$ cat config.mk
export PLATFORM = sky130hd
export DESIGN_NAME = preamble_frame_deframer_crc16
export DESIGN_NICKNAME = d
export VERILOG_FILES = /design/src/rtl/dfr_pkg.sv /design/src/rtl/dfr_crc16.sv /design/src/rtl/dfr_parse.sv /design/src/rtl/preamble_frame_deframer_crc16.sv
export SDC_FILE = /design/constraint.sdc
export NUM_CORES = 1
export LEC_CHECK = 0
export BUFFER_PORTS_ARGS = -buffer_cell sky130_fd_sc_hd__buf_2
export CAP_MARGIN = 15
export CORE_MARGIN = 3
export CORE_UTILIZATION = 35
export DETAILED_ROUTE_END_ITERATION = 12
export PLACE_DENSITY = 0.51
export SLEW_MARGIN = 20
export SYNTH_ARGS = -nofsm -noshare
export SYNTH_HDL_FRONTEND = slang
export SYNTH_SLANG_ARGS = --single-unit
$ cat constraint.sdc
create_clock -name clk_i -period 4.9 [get_ports clk_i]
set_input_delay 0.245 -clock clk_i [delete_from_list [all_inputs] [get_ports clk_i]]
set_output_delay 0.245 -clock clk_i [all_outputs]
set_load 0.01 [all_outputs]
$ cat src/rtl/dfr_pkg.sv
// Package for the preamble frame deframer.
// Holds the phase codes, the preamble constant and the result struct.
// No dependencies.
`default_nettype none

package dfr_pkg;

  localparam logic [7:0] PreambleByte = 8'h55;
  localparam logic [15:0] CrcPoly = 16'h1021;

  localparam logic [2:0] PhWait   = 3'd0;
  localparam logic [2:0] PhType   = 3'd1;
  localparam logic [2:0] PhSender = 3'd2;
  localparam logic [2:0] PhLen    = 3'd3;
  localparam logic [2:0] PhMsg    = 3'd4;
  localparam logic [2:0] PhCrc    = 3'd5;

  localparam logic KindData     = 1'b0;
  localparam logic KindFrameEnd = 1'b1;

  typedef struct packed {
    logic        emit;
    logic        kind;
    logic [7:0]  data_byte;
    logic [15:0] frame_type;
    logic [15:0] frame_sender;
    logic [7:0]  frame_length;
    logic        crc_ok;
  } result_t;

endpackage

`default_nettype wire

$ cat src/rtl/dfr_crc16.sv
// Byte-wide CRC-16-CCITT update, MSB first, not reflected.
// Uses the polynomial constant from dfr_pkg.
`default_nettype none

module dfr_crc16 (
  input  logic [15:0] crc_i,
  input  logic [7:0]  byte_i,
  output logic [15:0] crc_o
);

  always_comb begin
    logic [15:0] c;
    c = crc_i ^ {byte_i, 8'h00};
    for (int i = 0; i < 8; i++) begin
      if (c[15]) begin
        c = {c[14:0], 1'b0} ^ dfr_pkg::CrcPoly;
      end else begin
        c = {c[14:0], 1'b0};
      end
    end
    crc_o = c;
  end

endmodule

`default_nettype wire

$ cat src/rtl/dfr_parse.sv
// Frame phase tracking, header capture and CRC accumulation.
// Depends on dfr_pkg and dfr_crc16; the result for the current byte is combinational.
`default_nettype none

module dfr_parse (
  input  logic              clk_i,
  input  logic              rst_ni,
  input  logic              step_i,
  input  logic [7:0]        byte_i,
  output dfr_pkg::result_t  res_o
);

  logic [2:0]  phase_q, phase_d;
  logic [7:0]  count_q, count_d;
  logic [15:0] type_q, type_d;
  logic [15:0] sender_q, sender_d;
  logic [7:0]  length_q, length_d;
  logic [15:0] crc_q, crc_d;
  logic [15:0] rx_crc_q, rx_crc_d;
  logic [15:0] crc_next;
  logic [7:0]  count_inc;

  dfr_crc16 u_crc (
    .crc_i  (crc_q),
    .byte_i (byte_i),
    .crc_o  (crc_next)
  );

  assign count_inc = count_q + 8'd1;

  always_comb begin
    phase_d  = phase_q;
    count_d  = count_q;
    type_d   = type_q;
    sender_d = sender_q;
    length_d = length_q;
    crc_d    = crc_q;
    rx_crc_d = rx_crc_q;

    res_o.emit         = 1'b0;
    res_o.kind         = dfr_pkg::KindData;
    res_o.data_byte    = 8'h00;
    res_o.frame_type   = type_q;
    res_o.frame_sender = sender_q;
    res_o.frame_length = length_q;
    res_o.crc_ok       = 1'b0;

    case (phase_q)
      dfr_pkg::PhWait: begin
        if (byte_i == dfr_pkg::PreambleByte) begin
          count_d  = 8'd0;
          crc_d    = 16'h0000;
          rx_crc_d = 16'h0000;
          phase_d  = dfr_pkg::PhType;
        end
      end
      dfr_pkg::PhType: begin
        crc_d = crc_next;
        if (count_q == 8'd0) begin
          type_d  = {type_q[15:8], byte_i};
          count_d = 8'd1;
        end else begin
          type_d  = {byte_i, type_q[7:0]};
          count_d = 8'd0;
          phase_d = dfr_pkg::PhSender;
        end
      end
      dfr_pkg::PhSender: begin
        crc_d = crc_next;
        if (count_q == 8'd0) begin
          sender_d = {sender_q[15:8], byte_i};
          count_d  = 8'd1;
        end else begin
          sender_d = {byte_i, sender_q[7:0]};
          count_d  = 8'd0;
          phase_d  = dfr_pkg::PhLen;
        end
      end
      dfr_pkg::PhLen: begin
        crc_d    = crc_next;
        length_d = byte_i;
        count_d  = 8'd0;
        phase_d  = (byte_i == 8'd0) ? dfr_pkg::PhCrc : dfr_pkg::PhMsg;
      end
      dfr_pkg::PhMsg: begin
        crc_d   = crc_next;
        count_d = count_inc;
        if (count_inc >= length_q) begin
          count_d = 8'd0;
          phase_d = dfr_pkg::PhCrc;
        end
        res_o.emit      = 1'b1;
        res_o.kind      = dfr_pkg::KindData;
        res_o.data_byte = byte_i;
      end
      dfr_pkg::PhCrc: begin
        if (count_q == 8'd0) begin
          rx_crc_d = {rx_crc_q[15:8], byte_i};
          count_d  = 8'd1;
        end else begin
          rx_crc_d     = {byte_i, rx_crc_q[7:0]};
          count_d      = 8'd0;
          phase_d      = dfr_pkg::PhWait;
          res_o.emit   = 1'b1;
          res_o.kind   = dfr_pkg::KindFrameEnd;
          res_o.crc_ok = ({byte_i, rx_crc_q[7:0]} == crc_q);
        end
      end
      default: begin
        phase_d = dfr_pkg::PhWait;
      end
    endcase
  end

  always_ff @(posedge clk_i or negedge rst_ni) begin
    if (!rst_ni) begin
      phase_q  <= dfr_pkg::PhWait;
      count_q  <= 8'd0;
      type_q   <= 16'h0000;
      sender_q <= 16'h0000;
      length_q <= 8'd0;
      crc_q    <= 16'h0000;
      rx_crc_q <= 16'h0000;
    end else if (step_i) begin
      phase_q  <= phase_d;
      count_q  <= count_d;
      type_q   <= type_d;
      sender_q <= sender_d;
      length_q <= length_d;
      crc_q    <= crc_d;
      rx_crc_q <= rx_crc_d;
    end
  end

endmodule

`default_nettype wire

$ cat src/rtl/preamble_frame_deframer_crc16.sv
// Top level of the preamble frame deframer with CRC-16-CCITT check.
// Depends on dfr_pkg and dfr_parse; holds the input and result registers.
//
// Usage:
//   The input channel (in_valid_i, in_stall_o, in_byte_i) takes one received
//   byte per transfer. The block hunts for the preamble byte 0x55, collects
//   type, sender and length, forwards each payload byte as a result and ends
//   each frame with a frame-end result that carries the header fields and
//   the CRC verdict. Header, preamble and first CRC bytes give no result.
//   The output channel (out_valid_o, out_stall_i) carries one result per
//   transfer in kind_o, data_byte_o, frame_type_o, frame_sender_o,
//   frame_length_o and crc_ok_o.
//   Result valid rises when the parse logic takes the byte from the input
//   register and fills the result register.
//   Throughput is one byte per cycle while out_stall_i is low; the byte-wide
//   CRC update and the phase logic between the two registers set that figure.
//   Reset clears both valid flags and returns the parser to preamble hunting.
//   While the receiver stalls a held result, the input register keeps its
//   byte and in_stall_o rises once that register is full.
`default_nettype none

module preamble_frame_deframer_crc16 (
  input  logic        clk_i,
  input  logic        rst_ni,
  input  logic        in_valid_i,
  output logic        in_stall_o,
  input  logic [7:0]  in_byte_i,
  output logic        out_valid_o,
  input  logic        out_stall_i,
  output logic        kind_o,
  output logic [7:0]  data_byte_o,
  output logic [15:0] frame_type_o,
  output logic [15:0] frame_sender_o,
  output logic [7:0]  frame_length_o,
  output logic        crc_ok_o
);

  logic             in_valid_q;
  logic [7:0]       in_byte_q;
  logic             out_valid_q;
  dfr_pkg::result_t out_q;
  dfr_pkg::result_t res;
  logic             out_free;
  logic             advance;
  logic             in_accept;

  assign out_free   = !out_valid_q || !out_stall_i;
  assign advance    = in_valid_q && out_free;
  assign in_stall_o = in_valid_q && !out_free;
  assign in_accept  = in_valid_i && !in_stall_o;

  dfr_parse u_parse (
    .clk_i  (clk_i),
    .rst_ni (rst_ni),
    .step_i (advance),
    .byte_i (in_byte_q),
    .res_o  (res)
  );

  always_ff @(posedge clk_i or negedge rst_ni) begin
    if (!rst_ni) begin
      in_valid_q <= 1'b0;
    end else if (in_accept) begin
      in_valid_q <= 1'b1;
    end else if (advance) begin
      in_valid_q <= 1'b0;
    end
  end

  always_ff @(posedge clk_i) begin
    if (in_accept) begin
      in_byte_q <= in_byte_i;
    end
  end

  always_ff @(posedge clk_i or negedge rst_ni) begin
    if (!rst_ni) begin
      out_valid_q <= 1'b0;
    end else if (advance) begin
      out_valid_q <= res.emit;
    end else if (!out_stall_i) begin
      out_valid_q <= 1'b0;
    end
  end

  always_ff @(posedge clk_i) begin
    if (advance && res.emit) begin
      out_q <= res;
    end
  end

  assign out_valid_o    = out_valid_q;
  assign kind_o         = out_q.kind;
  assign data_byte_o    = out_q.data_byte;
  assign frame_type_o   = out_q.frame_type;
  assign frame_sender_o = out_q.frame_sender;
  assign frame_length_o = out_q.frame_length;
  assign crc_ok_o       = out_q.crc_ok;

`ifndef NO_ASSERTIONS
  a_stall_only_on_full_output: assert property (
    @(posedge clk_i) disable iff (!rst_ni)
    in_stall_o |-> (out_valid_q && out_stall_i)
  ) else $error("Input stalled while the result register could take a transfer.");

  a_silent_byte_no_result: assert property (
    @(posedge clk_i) disable iff (!rst_ni)
    (advance && !res.emit) |=> !out_valid_q
  ) else $error("A byte without result left a result valid.");

  a_frame_end_fields: assert property (
    @(posedge clk_i) disable iff (!rst_ni)
    (out_valid_q && kind_o == dfr_pkg::KindFrameEnd) |-> (data_byte_o == 8'h00)
  ) else $error("Frame-end result carries a nonzero data byte.");

  a_data_no_verdict: assert property (
    @(posedge clk_i) disable iff (!rst_ni)
    (out_valid_q && kind_o == dfr_pkg::KindData) |-> !crc_ok_o
  ) else $error("Payload result carries a CRC verdict.");
`endif

endmodule

`default_nettype wire
After elaboration in Yosys (flattened, before gate mapping)
Index checks and enable logic that the tools add are counted.
- register bits: 135
- output and inout port bits: 52
- input port bits: 12
- logic and storage cells: 102
- equal/unequal tests: 14
- $add $sub $neg: 1
- bitwise gates (word level): 11
- mux-type cells: 29
- reduce and logical (&&, ||, !) cells: 28
- $lt $le $gt $ge: 1
- operators with widths (operator ; count):
    13-bit 2-to-1 mux ; 8
    16-bit case mux with 2 select lines ; 1
    8-bit case mux with 4 select lines ; 1
    8-bit 2-to-1 mux ; 3
    3-bit inverter ; 8
    3-bit case mux with 6 select lines ; 1
    3-bit AND reduction ; 6
    16-bit == test ; 1
    8-bit logical NOT ; 2
    16-bit 2-to-1 mux ; 1
    8-bit case mux with 2 select lines ; 1
    16-bit XOR ; 1
    3-bit 2-to-1 mux ; 5
    8-bit by 1-bit adder with 8-bit output (second input constant) ; 1
    8-bit by 7-bit == test with 1-bit output (second input constant) ; 1
    8-bit greater-or-equal comparator ; 1
    2-bit by 1-bit inequality test with 1-bit output (second input constant) ; 4
    3-bit by 2-bit == test with 1-bit output (second input constant) ; 2
    3-bit == test (second input constant) ; 2
    1-bit 2-to-1 mux ; 6
    2-bit inequality test (second input constant) ; 3
    6-bit AND reduction ; 1
    2-bit nonzero test ; 3
    1-bit logical AND ; 4
    other kinds (13) ; 17

Depth between registers and ports, before layout
Gate-level depths: netlist of the first run.
- depth in word-level cells: 18
- mapped depth: 10
- mapped depth without buffers: 9

Cells and area by module
From an unflattened synthesis of the first run, not the netlist that was laid out.
- cell total of the unflattened synthesis: 449
- area, all modules: 5931.9 um^2
- modules (own cells, without submodules) (module ; cells an instance ; instances ; area each (um^2) ; sequential area each (um^2)):
    dfr_parse ; 355 ; 1 ; 3696.0 ; 1876.8
    preamble_frame_deframer_crc16 ; 69 ; 1 ; 1840.5 ; 1791.7
    dfr_crc16 ; 25 ; 1 ; 395.4 ; 0.0

Least setup slack after synthesis of the first run
No wires, ideal clock.
- kind: register -> register
- from: reg u_parse.phase_q[1]
- to: reg out_q, in the netlist crc_ok_o, enable pin
- required time: 4441 ps
- setup time: 459 ps
- path buffers: 2
- data arrival time: 3358 ps
- stages on the path, launching flop included: 8
- path slack: 1083 ps
- clock period less this slack: 3817 ps
- cells stage by stage: dfrtp_1 clkbuf_2 inv_1 and3_1 clkbuf_1 and2_1 nor2_1 nor2_1
- word-level cells in the longest chain between the ends: 3
- elaborated cells on any way between the ends: 4
- those cells by class: eq/ne: 2; mux: 1; reduce/logical: 1
- ends and longest elaborated chain (item ; line ; RTL):
    start: declaration ; dfr_parse.sv:13 ; logic [2:0] phase_q, phase_d;
    start signal: assignment ; dfr_parse.sv:117 ; phase_q <= dfr_pkg::PhWait;
    start signal: assignment ; dfr_parse.sv:125 ; phase_q <= phase_d;
    3-bit == test ; dfr_parse.sv:48 ; case (phase_q)
    2-bit case mux with 2 select lines (*) ; dfr_parse.sv:48 ;
    1-bit logical AND (*) ; preamble_frame_deframer_crc16.sv:87 ; if (advance && res.emit) begin
    end signal: assignment ; preamble_frame_deframer_crc16.sv:88 ; out_q <= res;
    end: declaration ; preamble_frame_deframer_crc16.sv:41 ; dfr_pkg::result_t out_q;
Every way passes the cells marked *; elsewhere a longest branch is shown, timed or not.
A chain may end at the register's enable or synchronous reset.

Final worst setup path of the first run
- from: reg u_parse.phase_q[2]
- to: reg out_q, in the netlist data_byte_o[0], enable pin
The elaborated chain is that of the path after synthesis.

==> flow_summary.toml, run 1 <==
[timing]
holdWs_ps = 15.26
hold_violations = 0
grt_setup_unrepaired = "false"
max_freq_ghz = 0.3454
worstMarginPinSlew_ps = 810.5
setup_ws_ps = 2005
fin_crit_sh_pct = 59.08
setup_viol = 0
drv_slew = 0
slew_headroom_pct = 45.84
min_period_ps = 2895
final.setup.tns_ps = 0
finClkSkew_ps = 9.901

[synthesis]
synth_top_area_cell = "dfrtp_1"
synth_cell_types = 40
yosysSeqAreaShare_pct = 65.36
synthArstFlopShare_pct = 57.04
synth-main-ff-cell = "dfrtp_1"
yosysMostFrequentCell = "dfrtp_1"
synthDominantCellAreaShare_pct = 34.33
netlist_area_um2 = 5613
synth_edf_count = 58
syn-num-nets = 454
yosys_warnings = 0
syn_area_per_cell_um2 = 12.99
synth.top_cells.by_count = "77 x dfrtp_1, 58 x edfxtp_1, 50 x nand2_1"
ys_ff_latch = 135
yosys-top-cells-area = "dfrtp_1 34%, edfxtp_1 31%, mux2_2 6.6%"
syn_inst = 432

[pwr]
power.total_mw = 4.234
p_per_area_nw_per_um2 = 618.5
power_leakage_nw = 2.852
p_clk_share_pct = 30.0
seqPwrFrac_pct = 43.5
p_sw_share_pct = 31.36
peakVddDrop_mv = 0.3307
power.internal_mw = 2.906
switching_power_mw = 1.328
p_comb_share_pct = 26.5

[setup_path]
end_kind = "register"
r2r_cells = 5
required_ps = 4980
ff2ff_setup_slack_ps = 2000
crit_type = "register to register"
r2r_start = "u_parse.phase_q[2]$_DFFE_PN0P_"
r2r-end = "data_byte_o[0]$_SDFFCE_PN0P_"
start_kind = "register"
arrival_ps = 2980
crit_path_max_fanout = 27

[global_route]
grt_max_degree = 78
grt_pass1_wl_um = 19820
met3_usage_pct = 4.373
grtUsageMet1_pct = 20.65
grt.busiest_layer = "met2"
grt_remaining_overflow = 0
antenna_found_initial = 0
met2_usage_pct = 22.01
first_global_vias = 3572
grt.total_usage_pct = 14.61

[clock_tree]
clkSinkCount = 135
postCtsSetupRepairBufs = 0
cts_buffers = 17
cts_resized = 0
clk_pin_slew_ps = 60
clk_latency_ps = 410
clockRootBuffer = "clkbuf_16"
cts.htree.levels = 4
cts_tree = "done"
max-clock-path-buffers = 2

[floorplan]
die_h_um = 132.6
die_x_um = 132.6
ios = 64
coreArea_um2 = 15430
rows = 45
die-area_um2 = 17590
initial_core_util_pct = 36.38

[detailed_routing]
drt-wirelength-per-cell_um = 16.39
via_count = 3446
drc = 0
drtPass1Iterations = 4
drt_iter0_markers = 170
detail-route-antenna-nets = 0
drt_wl_total_um = 11950
viasPerCell = 4.727

[final_layout]
fillCellCount = 1452
fin_area_um2 = 6847
synthToLayoutAreaGrowth_pct = 21.98
multi_input_area_um2 = 1787
layout-drive-gt1-share_pct = 26.45
nets = 528
regArea_um2 = 3669
diodes = 0

[place]
routabilityCongestion = 0.8112
placed_area_um2 = 6152
portBuffers = 63
dp.final_hpwl_um = 7752
pre_cts_slack_ps = 2016

[hold_path]
worstHoldPathType = "input port to register"
worstHoldEndpoint = "in_byte_q[0]$_DFFE_PP_"
hold_depth = 1
min_from = "in_byte_i[0]"

[status]
status = "complete, no violations"

[flow_run]
maxCapViolCount = 0
## sequential cells by signal, indices dropped and copies added, names as in the netlist
register and flops:
crc_ok_o 1, data_byte_o 8, frame_length_o 8, frame_sender_o 16
frame_type_o 16, in_byte_q 8, in_valid_q 1, kind_o 1
out_valid_o 1, u_parse.count_q 8, u_parse.crc_q 16, u_parse.length_q 8
u_parse.phase_q 3, u_parse.rx_crc_q 8, u_parse.sender_q 16, u_parse.type_q 16
## cell families (layout without fill, tap and decap cells)
group	Yosys count	after routing	share of synthesized area, %
flops	135	135	65.36
simple gates	111	111	9.875
compound gates	50	50	5.015
buf+inv	45	131	3.210
mux	42	42	8.226
xor+xnor	39	39	6.086
fa+ha+maj	10	10	2.229
## power groups by stage
stage / Sequential, mW / Clock (mW) / Combinational (mW)
floorplan: 1.80 / 0 / 0.849
global placement: 1.86 / 0 / 1.09
detailed placement: 1.87 / 0 / 1.12
CTS: 1.85 / 1.30 / 1.14
global route: 1.90 / 1.35 / 1.27
finish: 1.84 / 1.27 / 1.12
## timing repair
| action | CTS | global route |
|---|---|---|
| endpoints found under the setup margin | 0 | 0 |
| hold buffers | 7 | 1 |
| endpoints found under the hold margin | 7 | 31 |
## critical path, stage by stage (launching register included)
cell,delay (ps)
dfrtp_1,680
and3_1,460
and2_1,260
nor2_1,90
nor2_4,620
buf_4,440
## final cells by class
class / count / area share [%]
multi-input combinational: 252 / 26.10
inverter: 24 / 1.316
clock inverter: 12 / 2.248
sequential: 135 / 53.58
clock buffer: 19 / 6.323
timing repair buffer: 76 / 6.579
tap: 211 / 3.856
## routing by layer
metal	vias up	wire length [µm]
met4	0	63
met1	1701	5685
li1	1651	-
met3	4	671
met5	-	0
met2	90	5529
## worst max-delay path by stage
stage,end,startpoint,slack (ps)
finish,data_byte_o[0]$_SDFFCE_PN0P_,u_parse.phase_q[2]$_DFFE_PN0P_,2000
global route,data_byte_o[0]$_SDFFCE_PN0P_,u_parse.phase_q[2]$_DFFE_PN0P_,1700
CTS,data_byte_o[0]$_SDFFCE_PN0P_,u_parse.phase_q[2]$_DFFE_PN0P_,1980
detailed placement,frame_length_o[5]$_DFFE_PP_,u_parse.phase_q[2]$_DFFE_PN0P_,2020
global placement,u_parse.phase_q[0]$_DFFE_PN0P_,u_parse.count_q[0]$_DFFE_PN0P_,1780
floorplan,crc_ok_o$_SDFFCE_PN0P_,u_parse.phase_q[1]$_DFFE_PN0P_,1080
## cell usage in the layout (no fill, tap or decap), types with 2 or more instances in the layout
master / Yosys / layout
nor2b_1: 2 / 2
nand3_1: 11 / 11
mux2i_1: 9 / 9
buf_2: 2 / 64
nor2_1: 7 / 6
edfxtp_1: 58 / 58
a31oi_1: 4 / 4
inv_1: 24 / 24
a21oi_1: 3 / 3
nand2_1: 50 / 50
clkbuf_16: 0 / 17
nand4_1: 4 / 4
dfrtp_1: 77 / 77
nand2b_1: 2 / 2
buf_4: 0 / 3
clkbuf_1: 17 / 2
o22ai_1: 2 / 2
clkinv_2: 0 / 3
bufinv_16: 0 / 3
xor2_1: 13 / 13
ha_1: 10 / 10
and3_1: 11 / 11
nor3_1: 6 / 6
o21ai_0: 34 / 34
a211oi_1: 2 / 2
mux2_2: 33 / 33
inv_6: 0 / 2
clkinvlp_4: 0 / 3
xnor2_1: 26 / 26
or3_1: 3 / 3
and2_1: 6 / 6
dlygate4sd3_1: 0 / 8
## stage by stage
stage,instances,util (%)
finish,729,44.38
global route,729,44.38
CTS,727,44.14
detailed placement,689,39.88
global placement,687,39.76
floorplan,432,-
Power figures use the tool's default switching activity.
==> run 2, diff against run 1 <==
PLACE_DENSITY = 0.53   (was 0.51)
clock period = 2.5 ns   (was 4.9 ns; I/O delays follow)
==> flow_summary.toml, run 2 (synthesis results as in run 1) <==
[timing]
drv_slew = 0
worstMarginPinSlew_ps = 740.2
max_freq_ghz = 0.4212
final.setup.tns_ps = 0
hold_violations = 0
setup_viol = 0
fin_crit_sh_pct = 94.96
min_period_ps = 2374
finClkSkew_ps = 8.484
slew_headroom_pct = 50.66
holdWs_ps = 14.44

[global_route]
grt_remaining_overflow = 0
grt.total_usage_pct = 14.75
grt.busiest_layer = "met2"
antenna_found_initial = 0
grt_pass1_wl_um = 19930
grt_max_degree = 78
first_global_vias = 3653
met3_usage_pct = 3.954
grtUsageMet1_pct = 20.45
met2_usage_pct = 22.43

[setup_path]
r2r_start = "u_parse.count_q[0]$_DFFE_PN0P_"
crit_buf_inv = 2
setup.worst_path.start = "u_parse.count_q[0]$_DFFE_PN0P_"
crit_path_max_fanout = 6
ff2ff_setup_slack_ps = 130
cp_cell_sequence = "ha_4, inv_1, nor3_2, xnor2_1, ha_1, a21o_1, a221oi_2, buf_4, nand2_1, o22ai_1"
end_kind = "register"
arrival_ps = 2700
critPathSlowestCell = "dfrtp_2"
start_kind = "register"
path_delay_family = "compound AO/OA/AOI/OAI gates"
required_ps = 2830
critPathMaxStageDelay_ps = 440
crit_type = "register to register"

[detailed_routing]
via_count = 3540
drt_wl_total_um = 12100
drc = 0
detail-route-antenna-nets = 0
drt_iter0_markers = 200
drtPass1Iterations = 4
drt-wirelength-per-cell_um = 16.13
viasPerCell = 4.720

[place]
dp.final_hpwl_um = 7848
routabilityCongestion = 0.8380
portBuffers = 63

[floorplan]
ios = 64
initial_core_util_pct = 36.38
die_x_um = 132.6
die_h_um = 132.6
coreArea_um2 = 15430
die-area_um2 = 17590
rows = 45

[clock_tree]
clkSinkCount = 135
clk_pin_slew_ps = 60
cts_buffers = 17
max-clock-path-buffers = 2
clk_latency_ps = 410
cts_tree = "done"
clockRootBuffer = "clkbuf_16"
cts.htree.levels = 4

[final_layout]
layout-drive-gt1-share_pct = 31.54
post-route-util_pct = 45.82
nets = 548
diodes = 0
mostFrequentLayoutCells = "72 x dfrtp_1, 62 x buf_2, 58 x edfxtp_1, 50 x nand2_1, 33 x mux2_2"
layout_commonest_cell = "dfrtp_1"
synthToLayoutAreaGrowth_pct = 25.93

[pwr]
p_per_area_nw_per_um2 = 1197
power_leakage_nw = 2.964
peakVddDrop_mv = 0.6282

[status]
status = "complete, no violations"

[hold_path]
min_from = "out_stall_i"
worstHoldPathType = "input port to register"

[flow_run]
maxCapViolCount = 0
==> run 2: changes by cell type in the layout (fill, tap and decap cells not counted), moves of 2 or more <==
cell           delta
clkinv_2          -2
clkbuf_1          -2
nor3_1            -2
o21ai_1           +5
dfrtp_1           -5
buf_2             -2
dlygate4sd3_1     +2
o21ai_0           -5
inv_6             +4
dfrtp_2           +5
buf_4            +19
==> run 2: tightest hold or removal path, cell delays in order <==
cell and delay, ps:
buf_2 90, nand2_1 80, nand2_1 90
==> run 2: worst paths after layout <==
kind | end | depth (start not counted)
worst max-delay path | u_parse.count_q[2]$_DFFE_PN0P_ | 10
worst min-delay path | out_valid_o$_DFFE_PN0P_ | 3
worst max register to register | u_parse.count_q[2]$_DFFE_PN0P_ | 10
worst min register to register | frame_length_o[5]$_DFFE_PP_ | 0
max in group asynchronous | u_parse.count_q[2]$_DFFE_PN0P_ | 2
min in group asynchronous | u_parse.crc_q[3]$_DFFE_PN0P_ | 2
==> run 2: stage by stage <==
step	instance area, µm²	power [mW]	instances	worst slack, ps
5_1_grt	7068	9.012	750	-55.31
3_5_place_dp	6281	5.953	705	-40.89
3_3_place_gp	6281	5.890	705	99.82
2_1_floorplan	5620	5.187	432	88.27
4_1_cts	6982	8.489	747	18.02
6_report	7068	8.459	750	125.9
==> run 2: layer usage <==
metal / vias to the layer above / wire [µm]
met5: - / 0
met4: 0 / 110
met3: 11 / 523
met2: 91 / 5596
met1: 1742 / 5868
li1: 1696 / -
==> run 2: repair_timing <==
action | in CTS | in global routing
pin swaps | 0 | 2
setup endpoints to repair | 10 | 10
hold buffers | 10 | 0
resized for setup | 2 | 21
setup buffers | 0 | 2
cloned | 0 | 1
endpoints found under the hold margin | 86 | 0
==> run 2: power breakdown <==
group,switching (mW),internal [mW]
Sequential,0.439,3.14
Combinational,1.28,1.11
Clock,0.999,1.49
Total,2.72,5.74
==> run 2: area by class of cell <==
| type | instances | area, µm² |
|---|---|---|
| sequential | 135 | 3675 |
| inverter | 24 | 90.09 |
| tap | 211 | 264.0 |
| clock buffer | 17 | 425.4 |
| timing repair buffer | 96 | 606.8 |
| multi-input combinational | 252 | 1842 |
| fill | 1445 | 8359 |
| clock inverter | 15 | 165.2 |
